==> src/rtl/mlb_pkg.sv <==
// Types and constants for the MAC learning bridge.
`default_nettype none

package mlb_pkg;

  localparam int unsigned MAC_W  = 48;
  localparam int unsigned PORT_W = 4;
  localparam int unsigned TIME_W = 32;

  localparam int unsigned SRC_LSB  = 0;
  localparam int unsigned DST_LSB  = SRC_LSB + MAC_W;
  localparam int unsigned PORT_LSB = DST_LSB + MAC_W;
  localparam int unsigned NOW_LSB  = PORT_LSB + PORT_W;
  localparam int unsigned IN_USED_W = NOW_LSB + TIME_W;
  localparam int unsigned IN_TDATA_W = ((IN_USED_W + 7) / 8) * 8;

  localparam int unsigned STATUS_W = 2;
  localparam int unsigned OUT_USED_W = PORT_W + STATUS_W;
  localparam int unsigned OUT_TDATA_W = ((OUT_USED_W + 7) / 8) * 8;
  localparam int unsigned OUT_PAD_W = OUT_TDATA_W - OUT_USED_W;

  localparam logic [TIME_W-1:0] AGING_RESET = 32'd300;

  typedef enum logic [STATUS_W-1:0] {
    LEARN_REFRESHED = 2'd0,
    LEARN_NEW       = 2'd1,
    LEARN_FULL      = 2'd2
  } learn_status_e;

  typedef enum logic [1:0] {
    ST_IDLE,
    ST_SCAN,
    ST_FIN
  } mlb_state_e;

  typedef struct packed {
    logic [MAC_W-1:0]  src_mac;
    logic [MAC_W-1:0]  dst_mac;
    logic [PORT_W-1:0] in_port;
    logic [TIME_W-1:0] now;
    logic [TIME_W-1:0] oldest;
    logic              age_en;
  } mlb_key_t;

  typedef struct packed {
    logic              active;
    logic              src_hit;
    logic              dst_hit;
    logic              free_found;
    logic [PORT_W-1:0] dst_port;
  } mlb_carry_t;

endpackage

`default_nettype wire

==> src/rtl/mlb_cell.sv <==
// One table entry: aging, source/destination match and free-slot claim.
`default_nettype none

module mlb_cell
  import mlb_pkg::*;
(
  input  wire             clk_i,
  input  wire             rst_ni,
  input  wire mlb_key_t   key_i,
  input  wire mlb_carry_t carry_i,
  input  wire             alloc_i,
  output mlb_carry_t      carry_o
);

  logic              valid_q;
  logic              cand_q;
  logic              act_q;
  logic [MAC_W-1:0]  mac_q;
  logic [PORT_W-1:0] port_q;
  logic [TIME_W-1:0] stamp_q;

  logic              src_hit_q;
  logic              dst_hit_q;
  logic              free_q;
  logic [PORT_W-1:0] dst_port_q;

  logic aged;
  logic valid_live;
  logic src_m;
  logic dst_m;

  always_comb begin
    aged       = key_i.age_en && (stamp_q < key_i.oldest);
    valid_live = valid_q && !aged;
    src_m      = valid_live && (mac_q == key_i.src_mac);
    dst_m      = valid_live && (mac_q == key_i.dst_mac);
  end

  always_ff @(posedge clk_i or negedge rst_ni) begin
    if (!rst_ni) begin
      valid_q <= 1'b0;
      cand_q  <= 1'b0;
      act_q   <= 1'b0;
    end else begin
      act_q <= carry_i.active;
      if (carry_i.active) begin
        valid_q <= valid_live;
        cand_q  <= !valid_live && !carry_i.free_found;
      end else if (alloc_i && cand_q) begin
        valid_q <= 1'b1;
        cand_q  <= 1'b0;
      end
    end
  end

  always_ff @(posedge clk_i) begin
    if (carry_i.active) begin
      src_hit_q  <= carry_i.src_hit || src_m;
      dst_hit_q  <= carry_i.dst_hit || dst_m;
      free_q     <= carry_i.free_found || !valid_live;
      dst_port_q <= carry_i.dst_hit ? carry_i.dst_port : port_q;
      if (src_m) begin
        stamp_q <= key_i.now;
      end
    end else if (alloc_i && cand_q) begin
      mac_q   <= key_i.src_mac;
      port_q  <= key_i.in_port;
      stamp_q <= key_i.now;
    end
  end

  always_comb begin
    carry_o.active     = act_q;
    carry_o.src_hit    = src_hit_q;
    carry_o.dst_hit    = dst_hit_q;
    carry_o.free_found = free_q;
    carry_o.dst_port   = dst_port_q;
  end

endmodule

`default_nettype wire

==> config.mk <==
export PLATFORM = sky130hd
export DESIGN_NAME = mlb_cell
export DESIGN_NICKNAME = d
export VERILOG_FILES = /design/src/rtl/mlb_pkg.sv /design/src/rtl/mlb_cell.sv
export SDC_FILE = /design/constraint.sdc
export NUM_CORES = 1
export LEC_CHECK = 0
export ABC_AREA = 1
export BUFFER_PORTS_ARGS = -buffer_cell sky130_fd_sc_hd__buf_2
export CORE_MARGIN = 3
export CORE_UTILIZATION = 40
export CTS_CLUSTER_DIAMETER = 150
export CTS_CLUSTER_SIZE = 14
export DETAILED_ROUTE_END_ITERATION = 8
export PLACE_DENSITY_LB_ADDON = 0.3
export SLEW_MARGIN = 30
export SYNTH_ARGS = -nofsm -noshare
export SYNTH_HDL_FRONTEND = slang
export SYNTH_SLANG_ARGS = --single-unit
==> constraint.sdc <==
create_clock -name clk_i -period 3.2 [get_ports clk_i]
set_clock_uncertainty 0.15 [all_clocks]
set_input_delay 0.48 -clock clk_i [delete_from_list [all_inputs] [get_ports clk_i]]
set_output_delay 0.48 -clock clk_i [all_outputs]
set_load 0.02 [all_outputs]
==> results list <==
* Most frequently used flop master after synthesis: edfxtp_1
- For this run, design rule violations remaining after detail routing come to 0.
- Post-synthesis cell type count: 26
- The root buffer cell chosen for the clock tree is clkbuf_16.
- Before antenna repair, the detailed router went through 5 iterations.
- Across the VDD grid, the largest voltage drop is 274 uV.
- The number of buffers and inverters on the critical path is 1.
* Total power: between 2 and 3 mW
- Synth-to-Final Area Change: 28.9%
* Ratio of cells with drive above 1 in the final layout: 0.329
- In this run the standard cell core region covers between 10000 and 15000 sq um.
- Post-synthesis cell area: ~5000 sq um
- Final RePlAce weighted congestion: 0.800
* Global Route Usage Sum: 0.157
* Sequential cell area: between 2000 and 3000 sq um
- On the worst path, the slowest cell contributes a delay of 0.38 ns.
- In this run the static leakage power is approximately 2.8 nW.
- For this block, wires on met1 add up to 4.48 mm.
* Number of instances in the synthesized netlist: about 440
- The first global-routing pass estimated around 17 mm of wire.
- Die outline width: around 120 um
* Number of nets produced by synthesis: between 600 and 700
- Number of nets in the final layout: approximately 840
- Delay-heaviest family, CP: simple AND/OR/NAND/NOR gates
- Of the synthesized area, sequential elements account for 0.566.
* Final antenna-violating net count: 0
* Number of antenna violations at the first check in global routing: 0
- In this run the tightest slew margin relative to its limit is 0.621.
* Element type at the critical path end: register
- The worst hold path belongs to the class primary input to register.
- Total half-perimeter wirelength after legalization and detailed placement: between 8 and 9 mm
* Total Neg Setup Slack: 0 ns
- The final hold violation count was 0.
- The max-slew violation count came to 0.
- Cell Count, Final, Fillers Out: 803
- For this block, the routed nets add up to between 10 and 15 mm of wire.
- Most area-consuming cells after synthesis: edfxtp_1, xnor2_1, ha_1, nand2_1, inv_1
* Via count: 3560
- Vias in the first global route: 3694
* Ordered list of cells on the worst path: ha_1, nand2_1, o21ai_0, a21oi_2, nand2_1, nand2_1, nand2_2, nand4_1, nand2_1, buf_4
* Number of top-level pins: 184
- Maximum fanout along the worst path: 30
- After synthesis, the mean cell area works out to approximately 11 sq um.
- Setup repair after global routing left no endpoint under its margin.
- Buffers placed on the I/O ports in this run total 183.
- The routed design uses 4.96 mm of met2 wire.
- Across all hold checks on the routed design, the worst slack comes to roughly 0.16 ns.
- Clock-pin transition on the worst setup and hold timing paths: approximately 0.060 ns
- Power spread over the standard cell area amounts to about 450 nW/um^2.
* Total CTS buffers: 9
* Post-CTS setup buffers: 0
* Worst skew pair latency: roughly 0.34 ns
- Global routing finished with a remaining overflow of 0.
- Initial cell density of the core: 0.412
* Via density per instance: between 4 and 5
- Top cell type by total area after synthesis: edfxtp_1
* Top cells by instance count after synthesis: edfxtp_1, nand2_1, xnor2_1, inv_1, ha_1
- CTS H-tree depth: 3
- Die area: roughly 14000 sq um
- F_max: about 0.42 GHz
* Area used by multi-input combinational logic: 1940 sq um
* Number of antenna diodes: 0
- Placed cell count: just under 800
- The detailed router finished its first iteration with just under 90 violations.
- The worst path in the final design needs a cycle of about 2.4 ns, including I/O delays and setup.
* Pin slew with the least headroom to its limit: roughly 0.57 ns
* Number of flops mapped to enable cells by yosys: 91
- Entering global routing, the biggest net connects 31 pins.
* Total clock sinks: between 90 and 100
- TritonCTS built the clock tree.
* Fraction of synthesized cell area taken by the top area cell type: 0.551
- The highest metal layer carrying signal wires in the routed design is met4.
- Yosys Warn Count: 0
* Max-cap violations: 0
* Outcome: finished, final reports clean
* Crit Path Category: register to register
* Fraction of synthesis flops using an asynchronous set or reset pin: 0.0319
- Critical path data arrival time: roughly 2.3 ns
* Most frequent cell after synthesis: edfxtp_1
- After detailed routing, the average wire length per cell comes to ~13 um.
- Count of endpoints failing setup in the final report: 0
* Final worst path period share: 0.751
- The layout has around 1100 filler cells.
- Element type at the critical path start: register
- The routed design uses about 900 um of met3 wire.
* Cell repeated most along the worst path: nand2_1
- Die Y-Extent: between 100 and 150 um
* WP data required: about 3.1 ns
- The longest clock path from root to sink contains 2 buffers.
* Count of standard-cell rows: 40
- Slowest cell on the critical path: buf_4
- Yosys reg bits: 94
-- state kept, by name (all words and copies together), names as in the netlist --
signal / flops
act_q: 1
cand_q: 1
dst_hit_q: 1
dst_port_q: 4
free_q: 1
mac_q: 48
port_q: 4
src_hit_q: 1
stamp_q: 32
valid_q: 1
-- metrics by stage --
step	area, sq um	setup slack [ns]	utilization
4_1_cts	6400	0.765	0.531
3_5_place_dp	6090	0.557	0.505
2_1_floorplan	4960	0.576	-
3_3_place_gp	6090	0.656	0.505
6_report	6400	0.797	0.531
5_1_grt	6400	0.568	0.531
-- path summary, 6_finish.rpt --
check	startpoint	end	slack, ns	cells after the start
min	key_i[61]	stamp_q[28]$_DFFE_PP_	0.16	1
max	stamp_q[11]$_DFFE_PP_	stamp_q[29]$_DFFE_PP_	0.80	10
max reg2reg	stamp_q[11]$_DFFE_PP_	stamp_q[29]$_DFFE_PP_	0.80	10
min reg2reg	port_q[3]$_DFFE_PP_	dst_port_q[3]$_DFFE_PP_	0.36	2
max in group asynchronous	rst_ni	act_q$_DFF_PN0_	2.47	2
min in group asynchronous	rst_ni	valid_q$_DFFE_PN0P_	0.33	2
-- power by group --
group	switching, mW	internal, mW	leakage, nW
Combinational	0.162	0.176	1.75
Sequential	0.0205	1.39	0.864
Clock	0.427	0.671	0.150
-- cell type report --
class / instances / share of cell area
Inverter: 49 / 0.0287
Tap cell: 168 / 0.0328
Clock inverter: 6 / 0.0121
Sequential cell: 94 / 0.439
Multi-Input combinational cell: 291 / 0.303
Clock buffer: 9 / 0.0352
Timing Repair Buffer: 186 / 0.149
-- layer usage --
metal,track usage,vias to the layer above
met2,0.257,129
met3,0.0574,12
li1,-,1847
met1,0.190,1572
met4,0.0638,0
met5,0,-
-- repair_timing --
item                                   4_1_cts  5_1_grt
endpoints found under the hold margin        3        0
gates resized for setup                      0        0
hold buffers                                 1        0
-- cells by family (layout without fill, tap and decap cells) --
logic type,count (synthesis),in the layout,synth area share
AOI/OAI and AO/OA,23,23,0.0252
adders and majority gates,31,31,0.0781
xor gates and xnor gates,91,91,0.161
DFF,94,94,0.566
buffers and inverters,53,250,0.0431
and+or+nand+nor,146,146,0.127
-- placed cells by master, fill, tap and decap left out, types with 8 or more instances in the layout --
master     synthesis  routed
xor2_1            14      14
nor2_1            28      28
ha_1              31      31
nand4_1           10      10
a21oi_1           15      15
inv_1             46      45
nor3_1             8       8
edfxtp_1          91      91
buf_2              0     183
xnor2_1           77      77
clkbuf_16          0       9
nand2_1           83      83
(Power assumes the default switching activity.)
